### config.mk
export PLATFORM = sky130hd
export DESIGN_NAME = lru_asset_cache_unit_flat
export DESIGN_NICKNAME = d
export VERILOG_FILES = /design/src/lac_pkg.sv /design/src/lac_req_if.sv /design/src/lac_rsp_if.sv /design/src/lru_asset_cache_unit.sv /design/src/lac_store.sv /design/src/flat_wrapper.sv
export SDC_FILE = /design/constraint.sdc
export NUM_CORES = 1
export LEC_CHECK = 0
export BUFFER_PORTS_ARGS = -buffer_cell sky130_fd_sc_hd__buf_4
export CORE_MARGIN = 5
export CORE_UTILIZATION = 35
export CTS_BUF_LIST = sky130_fd_sc_hd__clkbuf_2 sky130_fd_sc_hd__clkbuf_4 sky130_fd_sc_hd__clkbuf_8
export DETAILED_ROUTE_END_ITERATION = 8
export MAX_ROUTING_LAYER = met4
export SYNTH_ARGS = -nofsm -noshare
export SYNTH_HDL_FRONTEND = slang
export SYNTH_HIERARCHICAL = 1
export SYNTH_SLANG_ARGS = --single-unit
export TNS_END_PERCENT = 20
### constraint.sdc
create_clock -name clock -period 9.4 [get_ports clock]
set_input_delay 0.47 -clock clock [delete_from_list [all_inputs] [get_ports clock]]
set_output_delay 0.47 -clock clock [all_outputs]
set_load 0.02 [all_outputs]
### src/lac_pkg.sv
// ----------------------------------------------------------------------------
// lac_pkg - shared types and constants for the LRU asset cache
// Widths, register decode, status codes and the beat structs used by the
// cache datapath and its top level.
// ----------------------------------------------------------------------------
`default_nettype none

package lac_pkg;

   localparam int MAX_ENTRIES_DEFAULT = 8;
   localparam int KEY_WIDTH_DEFAULT   = 32;

   localparam int ASSET_KEY_WIDTH = 32;
   localparam int SLOT_WIDTH      = 3;
   localparam int CAPACITY_WIDTH  = 4;

   localparam logic [CAPACITY_WIDTH-1:0] CAPACITY_RESET = 4'd5;

   // CSR: one 32-bit register per word, index taken from paddr[2]
   localparam int   CSR_ADDR_WIDTH   = 3;
   localparam int   CSR_DATA_WIDTH   = 32;
   localparam logic CSR_IDX_CAPACITY = 1'b0;

   typedef enum logic [1:0] {
      STATUS_HIT       = 2'd0,
      STATUS_INSERT    = 2'd1,
      STATUS_LOAD_FAIL = 2'd2
   } status_type;

   typedef struct packed {
      logic [ASSET_KEY_WIDTH-1:0] asset_key;
      logic                       load_ok;
   } request_type;

   typedef struct packed {
      status_type                 status;
      logic [SLOT_WIDTH-1:0]      slot;
      logic                       evicted;
      logic [ASSET_KEY_WIDTH-1:0] evicted_key;
   } result_type;

endpackage

`default_nettype wire

### src/lac_req_if.sv
// ----------------------------------------------------------------------------
// lac_req_if - lookup request channel
// Valid/ready channel carrying one asset key and its load flag per beat.
// ----------------------------------------------------------------------------
`default_nettype none

interface lac_req_if;

   logic                                valid;
   logic                                ready;
   logic [lac_pkg::ASSET_KEY_WIDTH-1:0] asset_key;
   logic                                load_ok;

   modport source (output valid, output asset_key, output load_ok, input ready);
   modport sink   (input valid, input asset_key, input load_ok, output ready);

endinterface

`default_nettype wire

### src/lac_rsp_if.sv
// ----------------------------------------------------------------------------
// lac_rsp_if - lookup response channel
// Valid/ready channel carrying status, slot and eviction info per beat.
// ----------------------------------------------------------------------------
`default_nettype none

interface lac_rsp_if;

   logic                                valid;
   logic                                ready;
   lac_pkg::status_type                 status;
   logic [lac_pkg::SLOT_WIDTH-1:0]      slot;
   logic                                evicted;
   logic [lac_pkg::ASSET_KEY_WIDTH-1:0] evicted_key;

   modport source (output valid, output status, output slot, output evicted,
                   output evicted_key, input ready);
   modport sink   (input valid, input status, input slot, input evicted,
                   input evicted_key, output ready);

endinterface

`default_nettype wire

### src/lru_asset_cache_unit.sv
// ----------------------------------------------------------------------------
// lru_asset_cache_unit - fully associative LRU cache of asset keys
// Request register, single-pass lookup/update, response register, CSR.
// ----------------------------------------------------------------------------
// Usage:
//   req_bus carries one lookup per beat: asset_key and load_ok (whether a
//   load on a miss succeeds). rsp_bus returns one beat per request, in order:
//   status (hit / inserted / load failed), slot, evicted and evicted_key.
//   CSR register 0 (byte address 0) is capacity, bits [3:0]; 0 acts as 1 and
//   values above MAX_ENTRIES act as MAX_ENTRIES. Write it only while idle.
// Timing:
//   A request beat lands in the input register, is looked up and committed
//   as it moves into the response register, which then presents its response.
//   One beat per cycle is sustained while rsp_bus is ready: the tag compare,
//   victim pick and rank update for all entries sit between the registers.
// Reset:
//   Synchronous reset empties the store, sets capacity to 5 and drops both
//   pipeline registers. No clearing pass is needed.
// Backpressure:
//   While rsp_bus is stalled the response register holds; the input register
//   keeps one more beat, then req_bus.ready drops until the response drains.
// ----------------------------------------------------------------------------
`default_nettype none

module lru_asset_cache_unit #(
   parameter int MAX_ENTRIES = lac_pkg::MAX_ENTRIES_DEFAULT,
   parameter int KEY_WIDTH   = lac_pkg::KEY_WIDTH_DEFAULT
) (
   input  logic                               clock,
   input  logic                               reset,
   lac_req_if.sink                            req_bus,
   lac_rsp_if.source                          rsp_bus,
   input  logic                               csr_psel,
   input  logic                               csr_penable,
   input  logic                               csr_pwrite,
   input  logic [lac_pkg::CSR_ADDR_WIDTH-1:0] csr_paddr,
   input  logic [lac_pkg::CSR_DATA_WIDTH-1:0] csr_pwdata,
   output logic [lac_pkg::CSR_DATA_WIDTH-1:0] csr_prdata,
   output logic                               csr_pready
);

   logic                               in_valid_ff, in_valid_in;
   lac_pkg::request_type               in_req_ff;
   logic                               out_valid_ff, out_valid_in;
   lac_pkg::result_type                out_result_ff;
   lac_pkg::result_type                result;
   logic [lac_pkg::CAPACITY_WIDTH-1:0] capacity_ff, capacity_in;

   logic req_fire, advance, csr_write, csr_idx;

   always_comb begin
      advance     = in_valid_ff && (!out_valid_ff || rsp_bus.ready);
      req_fire    = req_bus.valid && req_bus.ready;
      in_valid_in  = req_fire || (in_valid_ff && !advance);
      out_valid_in = advance || (out_valid_ff && !rsp_bus.ready);
   end

   assign req_bus.ready = !in_valid_ff || advance;

   always_ff @(posedge clock) begin
      if (reset) begin
         in_valid_ff  <= 1'b0;
         out_valid_ff <= 1'b0;
      end else begin
         in_valid_ff  <= in_valid_in;
         out_valid_ff <= out_valid_in;
      end
   end

   always_ff @(posedge clock) begin
      if (req_fire) begin
         in_req_ff.asset_key <= req_bus.asset_key;
         in_req_ff.load_ok   <= req_bus.load_ok;
      end
      if (advance) begin
         out_result_ff <= result;
      end
   end

   lac_store #(
      .MAX_ENTRIES (MAX_ENTRIES),
      .KEY_WIDTH   (KEY_WIDTH)
   ) u_store (
      .clock       (clock),
      .reset       (reset),
      .capacity    (capacity_ff),
      .lookup_fire (advance),
      .request     (in_req_ff),
      .result      (result)
   );

   assign rsp_bus.valid       = out_valid_ff;
   assign rsp_bus.status      = out_result_ff.status;
   assign rsp_bus.slot        = out_result_ff.slot;
   assign rsp_bus.evicted     = out_result_ff.evicted;
   assign rsp_bus.evicted_key = out_result_ff.evicted_key;

   // CSR
   always_comb begin
      csr_write   = csr_psel && csr_penable && csr_pwrite && csr_pready;
      csr_idx     = csr_paddr[lac_pkg::CSR_ADDR_WIDTH-1];
      capacity_in = capacity_ff;
      if (csr_write && (csr_idx == lac_pkg::CSR_IDX_CAPACITY)) begin
         capacity_in = csr_pwdata[lac_pkg::CAPACITY_WIDTH-1:0];
      end
      csr_prdata = (csr_idx == lac_pkg::CSR_IDX_CAPACITY)
                 ? lac_pkg::CSR_DATA_WIDTH'(capacity_ff) : '0;
   end

   assign csr_pready = 1'b1;

   always_ff @(posedge clock) begin
      if (reset) begin
         capacity_ff <= lac_pkg::CAPACITY_RESET;
      end else begin
         capacity_ff <= capacity_in;
      end
   end

endmodule

`default_nettype wire

### src/lac_store.sv
// ----------------------------------------------------------------------------
// lac_store - tag store and recency ranks of the LRU asset cache
// Parallel key match, victim and free-slot selection, rank aging and the
// state update for one lookup, all in a single pass.
// ----------------------------------------------------------------------------
`default_nettype none

module lac_store #(
   parameter int MAX_ENTRIES = lac_pkg::MAX_ENTRIES_DEFAULT,
   parameter int KEY_WIDTH   = lac_pkg::KEY_WIDTH_DEFAULT
) (
   input  logic                               clock,
   input  logic                               reset,
   input  logic [lac_pkg::CAPACITY_WIDTH-1:0] capacity,
   input  logic                               lookup_fire,
   input  lac_pkg::request_type               request,
   output lac_pkg::result_type                result
);

   localparam int IDX_W   = $clog2(MAX_ENTRIES);
   localparam int COUNT_W = $clog2(MAX_ENTRIES + 1);
   localparam int CMP_W   = (COUNT_W > lac_pkg::CAPACITY_WIDTH) ? COUNT_W
                                                                : lac_pkg::CAPACITY_WIDTH;

   logic [KEY_WIDTH-1:0]   keys_ff [MAX_ENTRIES];
   logic [MAX_ENTRIES-1:0] valid_ff, valid_in;
   logic [IDX_W-1:0]       rank_ff [MAX_ENTRIES];
   logic [IDX_W-1:0]       rank_in [MAX_ENTRIES];
   logic [COUNT_W-1:0]     count_ff, count_in;

   logic [KEY_WIDTH-1:0]   key;
   logic [KEY_WIDTH-1:0]   victim_key;
   logic [CMP_W-1:0]       cap_ext, cap_eff;
   logic                   full;
   logic [IDX_W-1:0]       lru_rank;
   logic [IDX_W-1:0]       hit_rank;
   logic [MAX_ENTRIES-1:0] hit_vec, victim_vec, key_we;
   logic [IDX_W-1:0]       hit_idx, victim_idx, free_idx, sel_idx;
   logic                   hit, do_insert, evict;

   always_comb begin
      key     = KEY_WIDTH'(request.asset_key);
      cap_ext = CMP_W'(capacity);
      if (cap_ext == '0) begin
         cap_eff = CMP_W'(1);
      end else if (cap_ext > CMP_W'(MAX_ENTRIES)) begin
         cap_eff = CMP_W'(MAX_ENTRIES);
      end else begin
         cap_eff = cap_ext;
      end
      full = (CMP_W'(count_ff) >= cap_eff);
      // valid ranks are a permutation of 0..count-1, so the LRU entry holds count-1
      lru_rank = IDX_W'(count_ff - COUNT_W'(1));

      hit_idx    = '0;
      victim_idx = '0;
      free_idx   = '0;
      hit_rank   = '0;
      victim_key = '0;
      for (int i = MAX_ENTRIES - 1; i >= 0; i--) begin
         hit_vec[i]    = valid_ff[i] && (keys_ff[i] == key);
         victim_vec[i] = valid_ff[i] && (rank_ff[i] == lru_rank);
         if (hit_vec[i]) begin
            hit_idx = IDX_W'(i);
         end
         if (victim_vec[i]) begin
            victim_idx = IDX_W'(i);
         end
         if (!valid_ff[i]) begin
            free_idx = IDX_W'(i);
         end
      end

      // hit and victim are unique, so an OR mux is enough
      for (int i = 0; i < MAX_ENTRIES; i++) begin
         if (hit_vec[i]) begin
            hit_rank = hit_rank | rank_ff[i];
         end
         if (victim_vec[i]) begin
            victim_key = victim_key | keys_ff[i];
         end
      end

      hit       = |hit_vec;
      do_insert = !hit && request.load_ok;
      evict     = do_insert && full;
      sel_idx   = hit ? hit_idx : (full ? victim_idx : free_idx);

      for (int i = 0; i < MAX_ENTRIES; i++) begin
         key_we[i]  = do_insert && (IDX_W'(i) == sel_idx);
         valid_in[i] = valid_ff[i] | key_we[i];
         rank_in[i]  = rank_ff[i];
         if (hit || do_insert) begin
            if (IDX_W'(i) == sel_idx) begin
               rank_in[i] = '0;
            end else if (valid_ff[i] && (do_insert || (rank_ff[i] < hit_rank))) begin
               rank_in[i] = rank_ff[i] + IDX_W'(1);
            end
         end
      end

      count_in = (do_insert && !full) ? count_ff + COUNT_W'(1) : count_ff;

      if (hit) begin
         result.status = lac_pkg::STATUS_HIT;
      end else if (request.load_ok) begin
         result.status = lac_pkg::STATUS_INSERT;
      end else begin
         result.status = lac_pkg::STATUS_LOAD_FAIL;
      end
      result.slot        = (hit || do_insert) ? lac_pkg::SLOT_WIDTH'(sel_idx) : '0;
      result.evicted     = evict;
      result.evicted_key = evict ? lac_pkg::ASSET_KEY_WIDTH'(victim_key) : '0;
   end

   always_ff @(posedge clock) begin
      if (reset) begin
         valid_ff <= '0;
         count_ff <= '0;
         for (int i = 0; i < MAX_ENTRIES; i++) begin
            rank_ff[i] <= '0;
         end
      end else if (lookup_fire) begin
         valid_ff <= valid_in;
         count_ff <= count_in;
         for (int i = 0; i < MAX_ENTRIES; i++) begin
            rank_ff[i] <= rank_in[i];
         end
      end
   end

   // keys are only read behind a valid bit
   always_ff @(posedge clock) begin
      for (int i = 0; i < MAX_ENTRIES; i++) begin
         if (lookup_fire && key_we[i]) begin
            keys_ff[i] <= key;
         end
      end
   end

endmodule

`default_nettype wire

### src/flat_wrapper.sv
// flat-port wrapper written by rule: the top's interface ports become plain ports
module lru_asset_cache_unit_flat 
#(
   parameter int MAX_ENTRIES = lac_pkg::MAX_ENTRIES_DEFAULT,
   parameter int KEY_WIDTH   = lac_pkg::KEY_WIDTH_DEFAULT
)
  (clock, reset, csr_psel, csr_penable, csr_pwrite, csr_paddr, csr_pwdata, csr_prdata, csr_pready, req_bus_valid, req_bus_asset_key, req_bus_load_ok, req_bus_ready, rsp_bus_valid, rsp_bus_status, rsp_bus_slot, rsp_bus_evicted, rsp_bus_evicted_key, rsp_bus_ready);
  lac_req_if req_bus_i ();
  lac_rsp_if rsp_bus_i ();
  input  logic clock;
  input  logic reset;
  input  logic csr_psel;
  input  logic csr_penable;
  input  logic csr_pwrite;
  input  logic [lac_pkg::CSR_ADDR_WIDTH-1:0] csr_paddr;
  input  logic [lac_pkg::CSR_DATA_WIDTH-1:0] csr_pwdata;
  output logic [lac_pkg::CSR_DATA_WIDTH-1:0] csr_prdata;
  output logic csr_pready;
  input wire logic [$bits(req_bus_i.valid)-1:0] req_bus_valid;
  input wire logic [$bits(req_bus_i.asset_key)-1:0] req_bus_asset_key;
  input wire logic [$bits(req_bus_i.load_ok)-1:0] req_bus_load_ok;
  output wire logic [$bits(req_bus_i.ready)-1:0] req_bus_ready;
  output wire logic [$bits(rsp_bus_i.valid)-1:0] rsp_bus_valid;
  output wire logic [$bits(rsp_bus_i.status)-1:0] rsp_bus_status;
  output wire logic [$bits(rsp_bus_i.slot)-1:0] rsp_bus_slot;
  output wire logic [$bits(rsp_bus_i.evicted)-1:0] rsp_bus_evicted;
  output wire logic [$bits(rsp_bus_i.evicted_key)-1:0] rsp_bus_evicted_key;
  input wire logic [$bits(rsp_bus_i.ready)-1:0] rsp_bus_ready;
  assign req_bus_i.valid = req_bus_valid;
  assign req_bus_i.asset_key = req_bus_asset_key;
  assign req_bus_i.load_ok = req_bus_load_ok;
  assign req_bus_ready = req_bus_i.ready;
  assign rsp_bus_valid = rsp_bus_i.valid;
  assign rsp_bus_status = rsp_bus_i.status;
  assign rsp_bus_slot = rsp_bus_i.slot;
  assign rsp_bus_evicted = rsp_bus_i.evicted;
  assign rsp_bus_evicted_key = rsp_bus_i.evicted_key;
  assign rsp_bus_i.ready = rsp_bus_ready;
  lru_asset_cache_unit #(.MAX_ENTRIES(MAX_ENTRIES), .KEY_WIDTH(KEY_WIDTH)) u_core (.clock(clock), .reset(reset), .req_bus(req_bus_i), .rsp_bus(rsp_bus_i), .csr_psel(csr_psel), .csr_penable(csr_penable), .csr_pwrite(csr_pwrite), .csr_paddr(csr_paddr), .csr_pwdata(csr_pwdata), .csr_prdata(csr_prdata), .csr_pready(csr_pready));
endmodule
After elaboration in Yosys (flattened, before gate mapping)
Memories as Yosys holds them, arrays and structs flattened. Cells that the tools add are included.

Magnitude comparators: 10. Eq/ne operators: 23. Multiplexer cells: 120. Reduce and logical (&&, ||, !) cells: 80. $add $sub $neg: 10. Bitwise operators: 31.

Operators with widths (number): $mux 32 (15); $eq 32x32->1 (8); $or 32x32->32 (7); $reduce_or 32->1 (7); $mux 3 (73); $logic_and 1x1->1 (50); $mux 1 (28); $add 3x1->3 const B (8); $eq 3x3->1 (8); $lt 3x3->1 (8); $or 3x3->3 (7); $or 1x1->1 (16); $logic_or 1x1->1 (13); $eq 3x3->1 const A (4); $mux 4 (3); $reduce_or 8->1 (1); $eq 2x3->1 const A (2); $logic_not 1->1 (6); $add 4x1->4 const B (1); $ge 4x4->1 (1); $gt 4x4->1 const B (1); $logic_not 4->1 (1); $eq 1x3->1 const A (1); $logic_not 3->1 (1); 4 further kinds (4).

Bits of input ports: 75. Output and inout bits: 73. Memories: 2. Flip-flop bits (word level): 89. RAM bits: 280.

Memory list: u_core.u_store.keys_ff (depth 8, width 32, rd ports 8, clocked after Yosys merged registers in 0, wr ports 1, RTL line lac_store.sv:25) `logic [KEY_WIDTH-1:0] keys_ff [MAX_ENTRIES];`; u_core.u_store.rank_ff (depth 8, width 3, rd ports 8, clocked after Yosys merged registers in 0, wr ports 8, RTL line lac_store.sv:27) `logic [IDX_W-1:0] rank_ff [MAX_ENTRIES];`.

Logic depth before layout (Yosys ltp)
Gate-level depths: netlist of the first run.

Depth after elaboration: 26. Depth in mapped cells: 15.

Modules after synthesis
Netlist of the first run, hierarchy kept.

By module, submodules not included: lac_store (cells an instance 1293, times used 1, seq. area each 8648.3 sq um, area each 16102.9 sq um); lru_asset_cache_unit (cells an instance 135, times used 1, seq. area each 2252.2 sq um, area each 2661.3 sq um).

Least setup slack after synthesis of the first run
Ideal clock, no wire load.

Path kind: register to register. From: register u_core.u_store.count_ff[0]. To: memory u_core/u_store/keys_ff[1][0] (netlist name) (enable). Arrival time: 4170 ps. Path buffers: 4. Stages on the path, launching flop included: 16. Period minus slack after synthesis: 4591 ps. Path slack: 4809 ps. Cell sequence: dfxtp_1 -> buf_4 -> inv_1 -> ha_1 -> buf_4 -> xnor3_1 -> and4_1 -> buf_2 -> nor2_1 -> o41ai_1 -> or4_1 -> nand3_1 -> and2_1 -> buf_2 -> nand3_1 -> nor2_1.

Cells in the longest elaborated chain, start to end: 26. Elaborated cells between the ends (all ways): 89. Classes of those cells: add/sub (1); order compare (1); eq/ne (15); mux (40); reduce/logical (32).

Ends and longest elaborated chain: start, declared (RTL line lac_store.sv:29) `logic [COUNT_W-1:0] count_ff, count_in;`; start signal, assigned (RTL line lac_store.sv:125) `count_ff <= count_in;`; $sub 3x1->3 * (RTL line lac_store.sv:53) `lru_rank = IDX_W'(count_ff - COUNT_W'(1));`; net u_core.u_store.lru_rank[0] (RTL line lac_store.sv:35) `logic [IDX_W-1:0] lru_rank;`; $eq 3x3->1 (RTL line lac_store.sv:62) `victim_vec[i] = valid_ff[i] && (rank_ff[i] == lru_rank);`; $logic_and 1x1->1 (RTL line lac_store.sv:62); $mux 3 (7 in series) (RTL line lac_store.sv:66) `if (victim_vec[i]) begin`; $mux 3 * (RTL line lac_store.sv:66); $mux 3 * (2 in series) (RTL line lac_store.sv:87) `sel_idx = hit ? hit_idx : (full ? victim_idx : free_idx);`; $eq 1x3->1 (RTL line lac_store.sv:90) `key_we[i] = do_insert && (IDX_W'(i) == sel_idx);`; $logic_and 1x1->1 (RTL line lac_store.sv:90); $logic_and 1x1->1 (RTL line lac_store.sv:135) `if (lookup_fire && key_we[i]) begin`; $mux 1 (RTL line lac_store.sv:135); $mux 1 (implied by the code) (RTL line lac_store.sv:136) `keys_ff[i] <= key;`; $reduce_or 32->1 (no source line); $mux 3 (no source line) or $mux 1 (tied branches) (7 in series); end, declared (RTL line lac_store.sv:25).

The timed path passes the listed nets; every way through them passes the cells marked *.

Final worst setup path of the first run
From: register u_core/in_req_ff[23] (netlist name). To: memory u_core/u_store/keys_ff[0][111] (netlist name) (enable).

Cells in the longest elaborated chain, start to end: 24. Elaborated cells between the ends (all ways): 89. Classes of those cells: eq/ne (15); mux (39); reduce/logical (35).

Ends and longest elaborated chain: start, declared (RTL line lru_asset_cache_unit.sv:43) `lac_pkg::request_type in_req_ff;`; $eq 32x32->1 (RTL line lac_store.sv:61) `hit_vec[i] = valid_ff[i] && (keys_ff[i] == key);`; $logic_and 1x1->1 (RTL line lac_store.sv:61); $mux 3 (8 in series) (RTL line lac_store.sv:63) `if (hit_vec[i]) begin`; $mux 3 (RTL line lac_store.sv:87); $eq 1x3->1 (RTL line lac_store.sv:90); $logic_and 1x1->1 (RTL line lac_store.sv:90); $logic_and 1x1->1 (RTL line lac_store.sv:135); $mux 1 (RTL line lac_store.sv:135); $mux 1 (implied by the code) (RTL line lac_store.sv:136); $reduce_or 32->1 (no source line); $mux 3 (no source line) or $mux 1 (tied branches) (7 in series).

Several ways; a longest one is shown, not always the timed one.

==> results of run 1 <==
area by class of cell:
cell class	instances	area [um2]	share of cell area, %
timing repair buffer	143	1154	5.342
multi-input combinational	958	7291	33.76
clock buffer	88	1099	5.087
tap	688	860.8	3.986
clock inverter	33	222.7	1.031
inverter	18	67.56	0.3129
sequential	369	10900	50.48
report_power, final:
| part | switching, W | total, W | internal (W) | leakage [nW] |
|---|---|---|---|---|
| combinational | 0.000175 | 0.000281 | 0.000106 | 2.70 |
| clock | 0.000691 | 0.00151 | 0.000823 | 0.695 |
| sequential | 0.0000671 | 0.00190 | 0.00183 | 3.39 |
| total | 0.000933 | 0.00370 | 0.00276 | 6.79 |
cell usage after synthesis, drive strengths merged (33+ instances only):
cell type,instances
buf,77
a22o,33
nand3,33
edfxtp,351
a221oi,34
nand2,39
clkbuf,33
a31oi,33
nand4,100
xnor2,237
a22oi,68
xor2,46
nor2,49
critical path, cell delays in order, from the launching register on:
cell      delay, ns
edfxtp_1       0.65
xnor2_1        0.61
nand4_1        0.34
or4_1          0.51
nor3_2         0.66
nor4_1         0.23
nand2_1        0.60
nand3_1        0.58
nor2_4         0.23
buf_4          0.57
cell families (layout without fill, tap and decap cells):
group,count (synthesis),in the layout,share of synthesized area [%]
flip-flops,369,369,58.09
AND/OR/NAND/NOR,347,347,10.96
XOR/XNOR,288,288,13.98
AO/OA/AOI/OAI,259,259,10.60
buffers and inverters,128,282,4.061
adder cells (fa/ha/maj),30,30,2.000
multiplexers,5,5,0.2667
other,2,29,0.04002
through the flow:
step,setup slack (ns),hold slack [ns],total power (W)
2_1_floorplan,4.809,0.4342,0.002088
3_3_place_gp,4.167,0.4439,0.002198
3_5_place_dp,4.111,0.4642,0.002201
4_1_cts,4.070,0.003599,0.003738
5_1_grt,3.744,0.03713,0.003826
6_report,3.990,0.05247,0.003696
cells in the final DEF, fill, tap and decap left out, drive strengths merged, types with 32 or more instances in the layout:
| master | n |
|---|---|
| a221oi | 34 |
| xnor2 | 237 |
| nand3 | 33 |
| edfxtp | 351 |
| dlygate4sd3 | 32 |
| nor2 | 49 |
| nand4 | 100 |
| a22o | 33 |
| nand2 | 39 |
| clkbuf | 88 |
| a22oi | 68 |
| buf | 111 |
| xor2 | 46 |
| a31oi | 33 |
flip-flops by register name (all words and copies together) (netlist names):
| register | cells |
|---|---|
| u_core/capacity_ff | 4 |
| u_core/in_req_ff | 33 |
| u_core/in_valid_ff | 1 |
| u_core/rsp_bus.evicted | 1 |
| u_core/rsp_bus.evicted_key | 32 |
| u_core/rsp_bus.slot | 3 |
| u_core/rsp_bus.status | 2 |
| u_core/rsp_bus.valid | 1 |
| u_core/u_store/count_ff | 4 |
| u_core/u_store/keys_ff | 256 |
| u_core/u_store/rank_ff | 24 |
| u_core/u_store/valid_ff | 8 |
layer usage:
layer | vias to the layer above | share of wire [%]
met4 | 0 | 4.3
met3 | 144 | 7.9
met2 | 712 | 48
met1 | 6735 | 40
met5 | - | 0
li1 | 5773 | -
how the worst max path moves through the flow:
stage               depth (start not counted)  slack (ns)                        endpoint
floorplan                                  15        4.81    u_core/u_store/keys_ff[1][0]
global placement                           13        4.17  u_core/u_store/keys_ff[1][113]
detailed placement                         12        4.11   u_core/u_store/keys_ff[1][87]
CTS                                        13        4.07  u_core/u_store/keys_ff[0][127]
global route                               12        3.74  u_core/u_store/keys_ff[0][127]
finish                                      9        3.99  u_core/u_store/keys_ff[0][111]
==> impl_metrics.env, run 1 <==
export IMPL_initial_core_util_pct=35.49
export IMPL_synth_top_cell_area_share_pct=56.17
export IMPL_crit_start="u_core/in_req_ff[23]"
export IMPL_vias=13360
export IMPL_yosys_warnings=6
export IMPL_die_h_um=241.5
export IMPL_hp_class="in -> reg"
export IMPL_grtUsageMet2_pct=37.60
export IMPL_drt_wl_total_mm=68.40
export IMPL_status="finished, final reports clean"
export IMPL_grt_busiest_layer="met2"
export IMPL_syn_avg_cell_area_um2=13.14
export IMPL_std_cell_rows=84
export IMPL_cp_start_kind="flip-flop"
export IMPL_fmax_mhz=184.8
export IMPL_cts_sinks=369
export IMPL_place_area_mm2=0.01995
export IMPL_hold_path_end="u_core/in_req_ff[32]"
export IMPL_netlist_area_mm2=0.01876
export IMPL_dp_cells=2144
export IMPL_yosys_top_cells_area="edfxtp_1 56%, xnor2_1 11%, nand4_1 3.3%"
export IMPL_cts_resized=0
export IMPL_dr_pass1_iters=5
export IMPL_grt_use_met1_pct=28.70
export IMPL_drt_iter0_markers=1556
export IMPL_die_area_mm2=0.05834
export IMPL_finalSetupViolCount=0
export IMPL_clockBufferDepth=3
export IMPL_yosysSeqAreaShare_pct=58.09
export IMPL_grt_max_degree=47
export IMPL_worstMarginPinSlew_ns=1.193
export IMPL_htree_levels=3
export IMPL_ant_nets=0
export IMPL_hold_start="req_bus_asset_key[31]"
export IMPL_finalSetupTns_ns=0
export IMPL_routedWlPerCell_um=29.78
export IMPL_cts_tree="built"
export IMPL_fin_crit_ns=5.410
export IMPL_fin_nets=1663
export IMPL_finalHoldViolCount=0
export IMPL_rsz0062_at_grt="no"
export IMPL_synthDistinctLibCells=79
export IMPL_core_area_mm2=0.05287
export IMPL_nFillCells=4902
export IMPL_grt_pass1_vias=12970
export IMPL_overflow=0
export IMPL_synth_seq_cells=369
export IMPL_arrival_ns=5.67
export IMPL_cts_setup_buffers=0
export IMPL_clkTransAtPathRegs_ns=0.05
export IMPL_finalInstanceArea_mm2=0.02159
export IMPL_peakVddDrop_mv=0.1180
export IMPL_min_period_over_period_pct=57.56
export IMPL_n_antenna_cell=0
export IMPL_cap_violations=0
export IMPL_cp_end_kind="flip-flop"
export IMPL_die_width_um=241.5
export IMPL_io_pins=148
export IMPL_leakagePower_nw=6.792
export IMPL_portBuffers=88
export IMPL_clock_skew_final_ns=0.05123
export IMPL_fin_util_pct=40.85
export IMPL_critical_path_class="reg -> reg"
export IMPL_grt_pass1_wl_mm=95.91
export IMPL_rr_endpoint="u_core/u_store/keys_ff[0][111]"
export IMPL_power_density_mw_per_mm2=171.2
export IMPL_ctsHoldBuffers=32
export IMPL_synth_enable_flop_cells=351
export IMPL_drcViolationCount=0
export IMPL_grt_usage_pct=23.13
export IMPL_met3_usage_pct=4.490
export IMPL_clk_latency_ns=0.66
export IMPL_dp_hpwl_mm=47.64
export IMPL_cts_root_buffer="clkbuf_8"
export IMPL_worstHoldPathCells=1
export IMPL_final_cells=2297
export IMPL_r2r_setup_slack_ns=3.99
export IMPL_drive_gt1_share_pct=16.22
export IMPL_synth_largest_area_cell="edfxtp_1"
export IMPL_cp_required_ns=9.66
export IMPL_synth_ff_type="edfxtp_1"
export IMPL_cts_buffers_inserted=68
export IMPL_relSlewSlack_pct=18.43
export IMPL_path_max_fanout=32
export IMPL_syn2layout_area_growth_pct=15.08
export IMPL_viasPerCell=5.818
export IMPL_report_final_slew_viol_count=0
export IMPL_synthCells=1428
export IMPL_async_flop_share_pct=0
export IMPL_ff2ff_path_depth=9
export IMPL_r2r_start="u_core/in_req_ff[23]"
export IMPL_antenna_found_initial=2
export IMPL_place_congestion=1.012
No activity file was read; power rests on OpenSTA's default activity.
==> inputs of run 2 (changes only) <==
==> constraint.sdc (replaced) <==
create_clock -name clock -period 5.3 [get_ports clock]
set_input_delay 0.265 -clock clock [delete_from_list [all_inputs] [get_ports clock]]
set_output_delay 0.265 -clock clock [all_outputs]
set_load 0.02 [all_outputs]
==> run 2 against run 1 <==
  * Die area unchanged
  * Cell area rose by 1.4%
  * Global-route usage up 0.44 points
  * First-iteration DRC count decreased by 2.2%
  * Clock power grew 79%
  * Largest cell class unchanged
  * Setup slack worse by 3.5 ns
  * Sequential cell count unchanged
  * Critical path depth unchanged
  * Register-to-register slack worse by 3.5 ns
  * Hold slack improved by 0.094 ns
==> impl_metrics.env, run 2 (synthesis gave the netlist of run 1 again) <==
export IMPL_path_delay_family="simple AND/OR/NAND/NOR gates"
export IMPL_status="finished, final reports clean"
export IMPL_cts_root_buffer="clkbuf_8"
export IMPL_dr_pass1_iters=6
export IMPL_path_max_fanout=16
export IMPL_cts_buffers_inserted=68
export IMPL_min_period_over_period_pct=90.18
export IMPL_crit_chain="xnor2_1, nand4_1, or4_1, nor3_2, nor2b_1, a311oi_2, o22ai_2, nand2_1, o311ai_1"
export IMPL_final_cells=2324
export IMPL_core_area_mm2=0.05287
export IMPL_cts_resized=0
export IMPL_die_width_um=241.5
export IMPL_fin_crit_ns=4.779
export IMPL_cap_violations=0
export IMPL_worstMarginPinSlew_ns=1.101
export IMPL_drive_gt1_share_pct=16.82
export IMPL_clock_skew_final_ns=0.03833
export IMPL_cts_tree="built"
export IMPL_grt_max_degree=34
export IMPL_grt_pass1_wl_mm=97.61
export IMPL_power_frac_seq_pct=51.2
export IMPL_power_switching_w=0.001675
export IMPL_cp_required_ns=5.59
export IMPL_routedWlPerCell_um=29.80
export IMPL_fin_nets=1687
export IMPL_final_common_cell="edfxtp_1"
export IMPL_viasPerCell=5.799
export IMPL_dp_hpwl_mm=49.69
export IMPL_clock_power_share_pct=41.0
export IMPL_largest_register_ffs=256
export IMPL_cts_sinks=369
export IMPL_arrival_ns=5.07
export IMPL_peakVddDrop_mv=0.2020
export IMPL_cp_start_kind="flip-flop"
export IMPL_syn2layout_area_growth_pct=16.67
export IMPL_clockBufferDepth=3
export IMPL_place_congestion=1.054
export IMPL_overflow=0
export IMPL_drt_iter0_markers=1522
export IMPL_vias=13480
export IMPL_hp_class="in -> reg"
export IMPL_crit_slowest_cell="edfxtp_1"
export IMPL_nFillCells=4864
export IMPL_die_h_um=241.5
export IMPL_finalSetupViolCount=0
export IMPL_comb_power_share_pct=7.8
export IMPL_antenna_found_initial=1
export IMPL_power_density_mw_per_mm2=300.9
export IMPL_clkTransAtPathRegs_ns=0.06
export IMPL_grt_pass1_vias=13220
export IMPL_final_cell_mix="351 x edfxtp_1, 233 x xnor2_1, 117 x buf_4"
export IMPL_ant_nets=0
export IMPL_swShare_pct=25.44
export IMPL_portBuffers=88
export IMPL_finalSetupTns_ns=0
export IMPL_drcViolationCount=0
export IMPL_p_total_w=0.006587
export IMPL_report_final_slew_viol_count=0
export IMPL_dp_cells=2156
export IMPL_clk_latency_ns=0.66
export IMPL_htree_levels=3
export IMPL_cp_num_buf_inv=0
export IMPL_finalHoldViolCount=0
export IMPL_leakagePower_nw=6.917
export IMPL_fmax_mhz=209.2
export IMPL_drt_wl_total_mm=69.26
export IMPL_grt_usage_pct=23.57
export IMPL_die_area_mm2=0.05834
export IMPL_cp_end_kind="flip-flop"
export IMPL_rsz0062_at_grt="no"
export IMPL_relSlewSlack_pct=26.61
export IMPL_io_pins=148
export IMPL_largest_register="u_core/u_store/keys_ff"
export IMPL_std_cell_rows=84
export IMPL_max_stage_delay_ns=0.67
export IMPL_critical_path_class="reg -> reg"
export IMPL_initial_core_util_pct=35.49
export IMPL_p_int_w=0.004912
export IMPL_fin_hold_ws_ns=0.1462
[run 2: cell count changes in the layout (fill, tap and decap cells not counted), sizes merged]
cell / delta
buf: +12
clkbuf: +4
inv: +1
clkinv: -5
diode: +1
bufinv: -1
dlygate4sd3: +12
clkinvlp: +3
[run 2: area by class of cell]
cell class | count | area (um2) | area share (%)
antenna | 1 | 2.502 | 0.01143
clock buffer | 92 | 1147 | 5.241
clock inverter | 31 | 183.9 | 0.8401
inverter | 18 | 67.56 | 0.3086
multi-input combinational | 958 | 7291 | 33.30
sequential | 369 | 10900 | 49.79
tap | 688 | 860.8 | 3.932
timing repair buffer | 167 | 1439 | 6.573
[run 2: power groups by stage]
stage | logic, W | clock network [W] | registers [W]
floorplan | 0.000335 | 0 | 0.00337
global placement | 0.000480 | 0 | 0.00343
detailed placement | 0.000481 | 0 | 0.00343
CTS | 0.000509 | 0.00278 | 0.00337
global route | 0.000536 | 0.00292 | 0.00338
finish | 0.000515 | 0.00270 | 0.00337
[run 2: stage by stage]
| step | instance area [um2] | worst slack (ns) | utilization (%) |
|---|---|---|---|
| after global placement | 20120 | 0.7052 | 38.06 |
| after global routing | 21890 | 0.3540 | 41.41 |
| after floorplan | 18870 | 0.7089 | - |
| final | 21890 | 0.5205 | 41.41 |
| after detailed placement | 20120 | 0.6111 | 38.06 |
| after CTS | 21890 | 0.6216 | 41.41 |
[run 2: per-layer routing]
| layer | share of wire, % | track usage [%] |
|---|---|---|
| met5 | 0 | - |
| met4 | 3.5 | 8.795 |
| met3 | 6.8 | 4.159 |
| met2 | 49 | 39.02 |
| met1 | 40 | 29.15 |
[run 2: final timing paths]
kind	endpoint	startpoint	cells past startpoint	slack, ns
worst max register to register	u_core/u_store/rank_ff[1][10]	u_core/in_req_ff[3]	9	0.52
worst min register to register	u_core/capacity_ff[1]	u_core/capacity_ff[1]	2	0.52
worst max-delay path	u_core/u_store/rank_ff[1][10]	u_core/in_req_ff[3]	9	0.52
worst min-delay path	u_core/capacity_ff[0]	csr_penable	3	0.15
[run 2: worst reg2reg max path: stages, from the launching register on]
cell	delay (ns)
edfxtp_1	0.67
xnor2_1	0.61
nand4_1	0.15
or4_1	0.55
nor3_2	0.56
nor2b_1	0.24
a311oi_2	0.07
o22ai_2	0.62
nand2_1	0.43
o311ai_1	0.57
[run 2: what timing repair did]
| item | CTS | global route |
|---|---|---|
| endpoints found under the setup margin | 0 | 0 |
| buffers inserted | 0 | 0 |
| hold endpoints to repair | 44 | 0 |
| hold buffers | 44 | 0 |
